<file path="src/hw/rtl/ae_pkg.sv">
// Shared constants and widths for the arithmetic encoder.
package ae_pkg;

  localparam int STATE_BITS_DEF = 32;  // default interval width
  localparam int FREQ_W         = 31;  // cumulative frequency field width
  localparam int PEND_W         = 32;  // pending count / follow count width

  localparam logic CMD_ENCODE = 1'b0;
  localparam logic CMD_FINISH = 1'b1;

endpackage

</file>
<file path="src/hw/rtl/ae_if.sv">
// Request and result channel interfaces of the arithmetic encoder.
interface ae_in_if;
  logic                          valid;
  logic                          ready;
  logic                          cmd;
  logic [ae_pkg::FREQ_W-1:0]     cum_low;
  logic [ae_pkg::FREQ_W-1:0]     cum_high;
  logic [ae_pkg::FREQ_W-1:0]     total_count;

  modport source (output valid, cmd, cum_low, cum_high, total_count, input ready);
  modport sink   (input valid, cmd, cum_low, cum_high, total_count, output ready);
endinterface

interface ae_out_if;
  logic                          valid;
  logic                          ready;
  logic                          out_bit;
  logic [ae_pkg::PEND_W-1:0]     follow_count;
  logic                          is_last;
  logic                          error;

  modport source (output valid, out_bit, follow_count, is_last, error, input ready);
  modport sink   (input valid, out_bit, follow_count, is_last, error, output ready);
endinterface

</file>
<file path="src/hw/rtl/arithmetic_encoder.sv">
// Top level of the binary arithmetic encoder.
// Usage:
//  in_chan (valid/ready) takes one request: cmd = encode with cum_low,
//  cum_high and total_count, or cmd = finish. out_chan (valid/ready) gives
//  results: out_bit, follow_count (complemented bits that follow it),
//  is_last on the final result of a request, and error for a rejected one.
//  An encode request narrows the interval with two bit-serial dividers that
//  run side by side; then one shifted-out bit per cycle (up to STATE_BITS
//  results, each also waiting for the output register), then the underflow
//  deletions, after which the encoder is back in idle. Finish and error
//  requests load their single result at once. One request is worked on at
//  a time; in_chan.ready is high in the idle state while the output
//  register is free or being drained.
//  A stalled receiver holds the output register and freezes the shift loop.
//  Reset (rst_n low, synchronous) sets low to zero, high to all ones,
//  the pending count to zero and drops any result not yet taken.
module arithmetic_encoder #(
  parameter int STATE_BITS = ae_pkg::STATE_BITS_DEF
) (
  input  logic           clk,
  input  logic           rst_n,
  ae_in_if.sink          in_chan,
  ae_out_if.source       out_chan
);

  localparam int SB = STATE_BITS;
  localparam int FW = ae_pkg::FREQ_W;
  localparam int PW = ae_pkg::PEND_W;
  localparam int NW = $clog2(SB + 1);
  localparam logic [FW:0] MAX_TOT = (FW+1)'((64'd1 << (SB - 2)) + 64'd2);
  localparam logic [NW-1:0] N_MAX = NW'(SB);

  typedef enum logic [3:0] {
    ST_IDLE  = 4'b0001,
    ST_DIV   = 4'b0010,
    ST_SHIFT = 4'b0100,
    ST_UFLOW = 4'b1000
  } state_t;

  state_t          state_r, state_nxt;
  logic [SB-1:0]   low_r, low_nxt;
  logic [SB-1:0]   high_r, high_nxt;
  logic [PW-1:0]   pend_r, pend_nxt;
  logic [NW-1:0]   n_r, n_nxt;

  logic            ov_r, ov_nxt;
  logic            obit_r, obit_nxt;
  logic [PW-1:0]   ofol_r, ofol_nxt;
  logic            olast_r, olast_nxt;
  logic            oerr_r, oerr_nxt;

  logic            out_free, in_acc, req_ok, div_start, done_lo, done_hi;
  logic [SB:0]     range, q_lo, q_hi;
  logic [PW-1:0]   pend_inc;
  logic            agree, agree_next, uflow;

  assign out_free  = !ov_r || out_chan.ready;
  assign in_chan.ready = (state_r == ST_IDLE) && out_free;
  assign in_acc    = in_chan.valid && in_chan.ready;

  // valid iff cum_low < cum_high <= total_count <= quarter range + 2
  assign req_ok = (in_chan.cum_low < in_chan.cum_high) &&
                  (in_chan.cum_high <= in_chan.total_count) &&
                  ({1'b0, in_chan.total_count} <= MAX_TOT);
  assign div_start = in_acc && (in_chan.cmd == ae_pkg::CMD_ENCODE) && req_ok;
  assign range     = {1'b0, high_r} - {1'b0, low_r} + (SB+1)'(1);
  assign pend_inc  = (&pend_r) ? pend_r : pend_r + PW'(1);

  assign agree      = (low_r[SB-1] == high_r[SB-1]);
  assign agree_next = (low_r[SB-2] == high_r[SB-2]);
  assign uflow      = low_r[SB-2] & ~high_r[SB-2];

  ae_divser #(.STATE_BITS(SB)) u_div_lo (
    .clk(clk), .rst_n(rst_n), .start(div_start),
    .mult(in_chan.cum_low), .divisor(in_chan.total_count), .range(range),
    .quo(q_lo), .done(done_lo)
  );

  ae_divser #(.STATE_BITS(SB)) u_div_hi (
    .clk(clk), .rst_n(rst_n), .start(div_start),
    .mult(in_chan.cum_high), .divisor(in_chan.total_count), .range(range),
    .quo(q_hi), .done(done_hi)
  );

  always_comb begin
    state_nxt = state_r;
    low_nxt   = low_r;
    high_nxt  = high_r;
    pend_nxt  = pend_r;
    n_nxt     = n_r;
    ov_nxt    = ov_r && !out_chan.ready;
    obit_nxt  = obit_r;
    ofol_nxt  = ofol_r;
    olast_nxt = olast_r;
    oerr_nxt  = oerr_r;
    case (state_r)
      ST_IDLE: begin
        if (in_acc) begin
          if (in_chan.cmd == ae_pkg::CMD_FINISH) begin
            // final bit is 0 when low sits in the bottom quarter
            ov_nxt    = 1'b1;
            obit_nxt  = low_r[SB-1] | low_r[SB-2];
            ofol_nxt  = pend_inc;
            olast_nxt = 1'b1;
            oerr_nxt  = 1'b0;
            low_nxt   = '0;
            high_nxt  = '1;
            pend_nxt  = '0;
          end else if (!req_ok) begin
            ov_nxt    = 1'b1;
            obit_nxt  = 1'b0;
            ofol_nxt  = '0;
            olast_nxt = 1'b1;
            oerr_nxt  = 1'b1;
          end else begin
            state_nxt = ST_DIV;
          end
        end
      end
      ST_DIV: begin
        if (done_lo) begin
          low_nxt   = low_r + q_lo[SB-1:0];
          high_nxt  = low_r + q_hi[SB-1:0] - SB'(1);
          n_nxt     = '0;
          state_nxt = ST_SHIFT;
        end
      end
      ST_SHIFT: begin
        if (agree && (n_r != N_MAX)) begin
          if (out_free) begin
            ov_nxt    = 1'b1;
            obit_nxt  = low_r[SB-1];
            ofol_nxt  = pend_r;
            olast_nxt = !(agree_next && (n_r + NW'(1) != N_MAX));
            oerr_nxt  = 1'b0;
            pend_nxt  = '0;
            n_nxt     = n_r + NW'(1);
            low_nxt   = {low_r[SB-2:0], 1'b0};
            high_nxt  = {high_r[SB-2:0], 1'b1};
          end
        end else begin
          state_nxt = ST_UFLOW;
        end
      end
      ST_UFLOW: begin
        // low 01.., high 10..: drop the second bit, one more pending bit
        if (uflow) begin
          pend_nxt = pend_inc;
          low_nxt  = {~low_r[SB-2], low_r[SB-3:0], 1'b0};
          high_nxt = {1'b1, high_r[SB-3:0], 1'b1};
        end else begin
          state_nxt = ST_IDLE;
        end
      end
      default: begin
        state_nxt = ST_IDLE;
      end
    endcase
  end

  always_ff @(posedge clk) begin
    if (!rst_n) begin
      state_r <= ST_IDLE;
      low_r   <= '0;
      high_r  <= '1;
      pend_r  <= '0;
      n_r     <= '0;
      ov_r    <= 1'b0;
    end else begin
      state_r <= state_nxt;
      low_r   <= low_nxt;
      high_r  <= high_nxt;
      pend_r  <= pend_nxt;
      n_r     <= n_nxt;
      ov_r    <= ov_nxt;
    end
  end

  always_ff @(posedge clk) begin
    obit_r  <= obit_nxt;
    ofol_r  <= ofol_nxt;
    olast_r <= olast_nxt;
    oerr_r  <= oerr_nxt;
  end

  assign out_chan.valid        = ov_r;
  assign out_chan.out_bit      = obit_r;
  assign out_chan.follow_count = ofol_r;
  assign out_chan.is_last      = olast_r;
  assign out_chan.error        = oerr_r;

`ifndef SYNTHESIS
  a_div_sync: assert property (@(posedge clk) disable iff (!rst_n)
    done_lo == done_hi)
    else $error("divider done flags out of step");

  a_err_shape: assert property (@(posedge clk) disable iff (!rst_n)
    ov_r && oerr_r |-> olast_r && !obit_r && (ofol_r == '0))
    else $error("error result malformed");

  a_finish_reset: assert property (@(posedge clk) disable iff (!rst_n)
    in_acc && (in_chan.cmd == ae_pkg::CMD_FINISH) |=>
      (low_r == '0) && (&high_r) && (pend_r == '0))
    else $error("finish did not restore the interval");

  a_pend_sat: assert property (@(posedge clk) disable iff (!rst_n)
    (&pend_r) && (state_r == ST_UFLOW) |=> (&pend_r) || (pend_r == '0))
    else $error("pending count wrapped");
`endif

endmodule

</file>
<file path="src/hw/rtl/ae_divser.sv">
// Bit-serial floor((mult * range) / divisor), one range bit per cycle.
module ae_divser #(
  parameter int STATE_BITS = ae_pkg::STATE_BITS_DEF
) (
  input  logic                      clk,
  input  logic                      rst_n,
  input  logic                      start,
  input  logic [ae_pkg::FREQ_W-1:0] mult,
  input  logic [ae_pkg::FREQ_W-1:0] divisor,
  input  logic [STATE_BITS:0]       range,
  output logic [STATE_BITS:0]       quo,
  output logic                      done
);

  localparam int FW  = ae_pkg::FREQ_W;
  localparam int CW  = $clog2(STATE_BITS + 1);
  localparam logic [CW-1:0] LAST_STEP = CW'(STATE_BITS);

  logic [STATE_BITS:0] rng_r, rng_nxt;
  logic [STATE_BITS:0] quo_r, quo_nxt;
  logic [FW-1:0]       mult_r, div_r;
  logic [FW-1:0]       rem_r, rem_nxt;
  logic [CW-1:0]       cnt_r;
  logic                busy_r, done_r;
  logic [FW+1:0]       part, twice_div;

  // rem < div and mult <= div, so 2*rem + mult < 3*div: digit is 0, 1 or 2
  always_comb begin
    part      = {1'b0, rem_r, 1'b0} + (rng_r[STATE_BITS] ? {2'b00, mult_r} : '0);
    twice_div = {1'b0, div_r, 1'b0};
    rng_nxt   = {rng_r[STATE_BITS-1:0], 1'b0};
    if (part >= twice_div) begin
      rem_nxt = FW'(part - twice_div);
      quo_nxt = {quo_r[STATE_BITS-1:0], 1'b0} + (STATE_BITS+1)'(2);
    end else if (part >= {2'b00, div_r}) begin
      rem_nxt = FW'(part - {2'b00, div_r});
      quo_nxt = {quo_r[STATE_BITS-1:0], 1'b0} + (STATE_BITS+1)'(1);
    end else begin
      rem_nxt = FW'(part);
      quo_nxt = {quo_r[STATE_BITS-1:0], 1'b0};
    end
  end

  always_ff @(posedge clk) begin
    if (!rst_n) begin
      busy_r <= 1'b0;
      done_r <= 1'b0;
      cnt_r  <= '0;
    end else if (start) begin
      busy_r <= 1'b1;
      done_r <= 1'b0;
      cnt_r  <= '0;
    end else if (busy_r) begin
      cnt_r  <= cnt_r + CW'(1);
      busy_r <= (cnt_r != LAST_STEP);
      done_r <= (cnt_r == LAST_STEP);
    end else begin
      done_r <= 1'b0;
    end
  end

  always_ff @(posedge clk) begin
    if (start) begin
      rng_r  <= range;
      mult_r <= mult;
      div_r  <= divisor;
      rem_r  <= '0;
      quo_r  <= '0;
    end else if (busy_r) begin
      rng_r <= rng_nxt;
      rem_r <= rem_nxt;
      quo_r <= quo_nxt;
    end
  end

  assign quo  = quo_r;
  assign done = done_r;

endmodule
</file>
<file path="src/flat_wrapper.sv">
// flat-port wrapper written by rule: the top's interface ports become plain ports
module arithmetic_encoder_flat 
#(
  parameter int STATE_BITS = ae_pkg::STATE_BITS_DEF
)
  (clk, rst_n, in_chan_valid, in_chan_cmd, in_chan_cum_low, in_chan_cum_high, in_chan_total_count, in_chan_ready, out_chan_valid, out_chan_out_bit, out_chan_follow_count, out_chan_is_last, out_chan_error, out_chan_ready);
  ae_in_if in_chan_i ();
  ae_out_if out_chan_i ();
  input  logic clk;
  input  logic rst_n;
  input wire logic [$bits(in_chan_i.valid)-1:0] in_chan_valid;
  input wire logic [$bits(in_chan_i.cmd)-1:0] in_chan_cmd;
  input wire logic [$bits(in_chan_i.cum_low)-1:0] in_chan_cum_low;
  input wire logic [$bits(in_chan_i.cum_high)-1:0] in_chan_cum_high;
  input wire logic [$bits(in_chan_i.total_count)-1:0] in_chan_total_count;
  output wire logic [$bits(in_chan_i.ready)-1:0] in_chan_ready;
  output wire logic [$bits(out_chan_i.valid)-1:0] out_chan_valid;
  output wire logic [$bits(out_chan_i.out_bit)-1:0] out_chan_out_bit;
  output wire logic [$bits(out_chan_i.follow_count)-1:0] out_chan_follow_count;
  output wire logic [$bits(out_chan_i.is_last)-1:0] out_chan_is_last;
  output wire logic [$bits(out_chan_i.error)-1:0] out_chan_error;
  input wire logic [$bits(out_chan_i.ready)-1:0] out_chan_ready;
  assign in_chan_i.valid = in_chan_valid;
  assign in_chan_i.cmd = in_chan_cmd;
  assign in_chan_i.cum_low = in_chan_cum_low;
  assign in_chan_i.cum_high = in_chan_cum_high;
  assign in_chan_i.total_count = in_chan_total_count;
  assign in_chan_ready = in_chan_i.ready;
  assign out_chan_valid = out_chan_i.valid;
  assign out_chan_out_bit = out_chan_i.out_bit;
  assign out_chan_follow_count = out_chan_i.follow_count;
  assign out_chan_is_last = out_chan_i.is_last;
  assign out_chan_error = out_chan_i.error;
  assign out_chan_i.ready = out_chan_ready;
  arithmetic_encoder #(.STATE_BITS(STATE_BITS)) u_core (.clk(clk), .rst_n(rst_n), .in_chan(in_chan_i), .out_chan(out_chan_i));
endmodule
</file>
<file path="config.mk">
export PLATFORM = sky130hd
export DESIGN_NAME = arithmetic_encoder_flat
export DESIGN_NICKNAME = d
export VERILOG_FILES = /design/src/hw/rtl/ae_pkg.sv /design/src/hw/rtl/ae_if.sv /design/src/hw/rtl/arithmetic_encoder.sv /design/src/hw/rtl/ae_divser.sv /design/src/flat_wrapper.sv
export SDC_FILE = /design/constraint.sdc
export NUM_CORES = 2
export LEC_CHECK = 0
export BUFFER_PORTS_ARGS = -buffer_cell sky130_fd_sc_hd__buf_2
export CAP_MARGIN = 10
export CORE_MARGIN = 2
export CORE_UTILIZATION = 45
export CTS_BUF_LIST = sky130_fd_sc_hd__clkbuf_8 sky130_fd_sc_hd__clkbuf_16
export DETAILED_ROUTE_END_ITERATION = 10
export GPL_ROUTABILITY_DRIVEN = 0
export PLACE_DENSITY_LB_ADDON = 0.08
export SYNTH_ARGS = -nofsm -noshare
export SYNTH_HDL_FRONTEND = slang
export SYNTH_SLANG_ARGS = --single-unit
</file>
<file path="constraint.sdc">
create_clock -name clk -period 6.8 [get_ports clk]
set_clock_uncertainty 0.2 [all_clocks]
set_input_delay 0.68 -clock clk [delete_from_list [all_inputs] [get_ports clk]]
set_output_delay 0.68 -clock clk [all_outputs]
set_load 0.05 [all_outputs]
</file>
==> results.txt <==
The flow ran to the end, and the final reports show no timing, DRC or antenna violations. The post-synthesis share of cell area spent on xor and xnor gates is 0.0690. Yosys attributes the largest share of cell area to edfxtp_1, ha_1, dfxtp_1, xnor2_1, a21oi_1.

Using the TritonRoute via totals, the vias-per-cell ratio works out to 5.78. The number of standard cells in the layout, taps in and fillers out came out at 5,513. The critical path startpoint category is a flip-flop.

The placed instances occupy a cell area of 37,900 um^2. Dividing total power by cell area gives a power density of 450 nW/um^2. The relative area change from synthesis to final layout came out at 10.7%. The most frequent standard cell in the layout excluding fill and tap cells is ha_1.

The tree is rooted in a clkbuf_16. The number of nets in the synthesized netlist came out at 4,834. The number of nets with antenna violations after routing is 0. The violation count after the first detailed-route iteration is 2,123. The number of max-cap violations came out at 0. The clock-pin slew on the worst setup and hold paths is 0.07 ns. The main combinational cell family by area after synthesis is compound AO/OA/AOI/OAI gates. The global-route total usage across every layer came out at 0.265. The number of enable-type register cells in the synthesized netlist is 194. The filler cells instantiated in the layout total 7,656.

VDD sags by at most 244 uV. The area of the die is 82,100 um^2. The time the final worst path needs with I/O delays and setup is 6.43 ns.

The core occupancy in the finished layout came out at 0.503. The core region is 79,000 um^2. The setup slack at placement is 0.268 ns. The synthesized design spends more area on one cell type than any other, namely edfxtp_1.

The critical-path maximum fanout is 10. The clock passes through at most 3 buffers. The initial antenna violation count came out at 1.

The worst slew margin relative to its limit is 0.292. The share of the synthesized area in the top cell type came out at 0.162. The leakage power came out at 17.4 nW. The H-tree depth reported by CTS came out at 2. Averaged over all synthesized cells, the footprint is 8.32 um^2.

Synthesis produced 4,317 cells. The worst setup path is captured at a flip-flop. The worst hold slack after final layout came out at 0.0489 ns. In this run the tool buffered the top-level ports with 134 buffer cells. The sequential area share after synthesis is 0.300.

The maximum number of pins on one net before global-route repair is 103. The number of placement rows came out at 103. In the layout the commonest cells are ha_1, nand2_1, nor2_1. The source-to-sink clock delay at the later pin of the worst-skew pair came out at 0.62 ns. The simple-gate share of the synthesized area came out at 0.186. The net count of the finished layout came out at 4,933. The adder and majority cell fraction of the synthesized area came out at 0.148. The summed instance area of the synthesized netlist came out at 35,900 um^2. The final routed DRC violation total is 0.

The tree built by TritonCTS fans out to 442 sinks. The total number of yosys warnings came out at 0. The dominant synthesized flop cell is dfxtp_1. The highest clock rate came out at 156 MHz. The mux contribution to synthesized area came out at 0.0125. Setup repair after global routing could not meet its margin everywhere. The share of synthesized flip-flops with an asynchronous set or reset came out at 0.

The placed cell count is 5,410. The register bit count reported by yosys is 442. The setup path with the least slack is of type flip-flop to flip-flop. The number of setup buffers added after CTS is 0. The total iterations of the first detailed-routing run came out at 5. The fraction of layout instances using a drive strength above 1 is 0.0802. In this run the worst hold path is classified as primary input to flip-flop.

The width of the die is 287 um. The total I/O pin count came out at 135. The number of global-route vias before repair is 30,111.

The synthesized-area fraction occupied by ao, oa, aoi and oai cells came out at 0.234. The die is 287 um tall. Across all layers, the routed design uses 31,891 vias. The routed design has 111 mm of wire.

The final count of pins violating max slew came to 0. The initial standard-cell utilization of the core came out at 0.455. The data required time at the worst endpoint came out at 7.12 ns. Clock tree synthesis inserted a total of 54 buffers. The pin slew with the least headroom to its limit came out at 1.06 ns. The period utilization came out at 0.946. After global routing the overflow that remains totals 0.

Detailed placement finished with a half-perimeter wire length of 84.2 mm. The global-route wire length before repair came out at 173 mm. The design area came out at 39,800 um^2.

The number of failing hold endpoints at the final stage came to 0. The wire length per cell came out at 20.2 um. The count of different cell masters after synthesis is 95.

The setup slack of the critical path after layout came out at 0.369 ns. The number of endpoints failing setup at the final stage came out at 0. The arrival time at the worst endpoint is 6.76 ns. TritonCTS built the clock tree.
report_power, final:
| part | total, mW | switching [mW] | internal [mW] |
|---|---|---|---|
| logic | 11.1 | 6.48 | 4.63 |
| clock network | 3.08 | 1.26 | 1.82 |
| registers | 3.70 | 0.448 | 3.25 |
| total | 17.9 | 8.19 | 9.70 |
through the flow:
| stage | total power [mW] | setup TNS, ns |
|---|---|---|
| final | 17.9 | 0 |
| after global placement | 14.7 | 0 |
| after global routing | 19.3 | -0.133 |
| after CTS | 17.8 | 0 |
| after detailed placement | 14.6 | 0 |
| after floorplan | 12.1 | 0 |
critical path, stage by stage, from the launching register on:
cell and delay, ns:
edfxtp_1 0.47, and2_1 0.18, ha_1 0.20, fa_1 0.43
a211o_1 0.36, a2111oi_4 0.42, o211ai_2 0.18, a21oi_4 0.28
a31oi_4 0.18, a21o_1 0.20, a21oi_1 0.20, xnor2_1 0.15
ha_1 0.35, and2_1 0.20, nand3_1 0.12, or4_1 0.50
nor4_1 0.20, a211oi_1 0.09, o31ai_1 0.11, a211o_2 0.30
nand3_2 0.29, nor4_1 0.39, xnor2_1 0.10, a211oi_1 0.21
cell families (layout without fill, tap and decap cells):
kind of cell    count (synthesis)  count (layout)
compound gates               1273            1273
fa+ha+maj                     419             419
xor+xnor                      283             283
flops                         442             442
buf+inv                       461             606
simple gates                 1396            1396
other cells                     0               1
mux                            43              43
path summary, 6_finish.rpt:
| kind | depth (start not counted) | slack (ns) | start | to |
|---|---|---|---|---|
| worst min-delay path | 1 | 0.05 | in_chan_cum_low[27] | u_core.u_div_lo.mult_r[27] |
| worst max register to register | 23 | 0.37 | u_core.u_div_hi.rng_r[32] | u_core.u_div_hi.quo[28] |
| worst min register to register | 2 | 0.29 | u_core.u_div_lo.cnt_r[5] | u_core.u_div_lo.done |
| worst max-delay path | 23 | 0.37 | u_core.u_div_hi.rng_r[32] | u_core.u_div_hi.quo[28] |
layout make-up:
cell class,count,area (um^2),area share
Multi-Input combinational cell,3414,23400,0.588
Clock buffer,59,1430,0.0360
Antenna cell,1,2.50,0.0000629
Tap cell,1050,1310,0.0330
Clock inverter,43,432,0.0109
Sequential cell,442,10800,0.272
Timing Repair Buffer,199,1240,0.0311
Inverter,305,1150,0.0290
cell usage after synthesis, types with 49 or more instances:
master and number:
nor2b_1 62, xnor2_1 193, nor2_1 369, xor2_1 90, dfxtp_1 248, edfxtp_1 194
nor3_1 99, nand4_1 55, clkbuf_1 125, ha_1 410, inv_1 305, a21o_1 196
a211oi_1 96, o21a_1 55, nand3_1 103, a21oi_1 331, nand2_1 398, and2_1 81
o31ai_1 49, o21ai_0 234
registers in the layout (all words and copies together), names as in the netlist, 6 cells and up:
signal and count:
u_core.n_r 6, u_core.low_r 32, u_core.u_div_lo.div_r 31, u_core.u_div_hi.rng_r 33, u_core.u_div_lo.cnt_r 6, u_core.out_chan.follow_count 32, u_core.u_div_lo.rem_r 31, u_core.u_div_lo.quo 32
u_core.pend_r 32, u_core.u_div_lo.mult_r 31, u_core.u_div_lo.rng_r 33, u_core.u_div_hi.mult_r 31, u_core.high_r 32, u_core.u_div_hi.rem_r 31, u_core.u_div_hi.cnt_r 6, u_core.u_div_hi.quo 32
metal layers:
metal	wire length (um)	vias up	share of wire	global-route usage
met5	11	-	0.000099	0
li1	-	15913	-	-
met3	4810	158	0.043	0.0284
met4	3790	2	0.034	0.0895
met2	50700	677	0.46	0.439
met1	51800	15141	0.47	0.360
timing repair:
action,CTS,global route
hold buffers,0,0
endpoints found under the setup margin,0,25
gates resized for setup,0,4
Power figures use the tool's default switching activity.
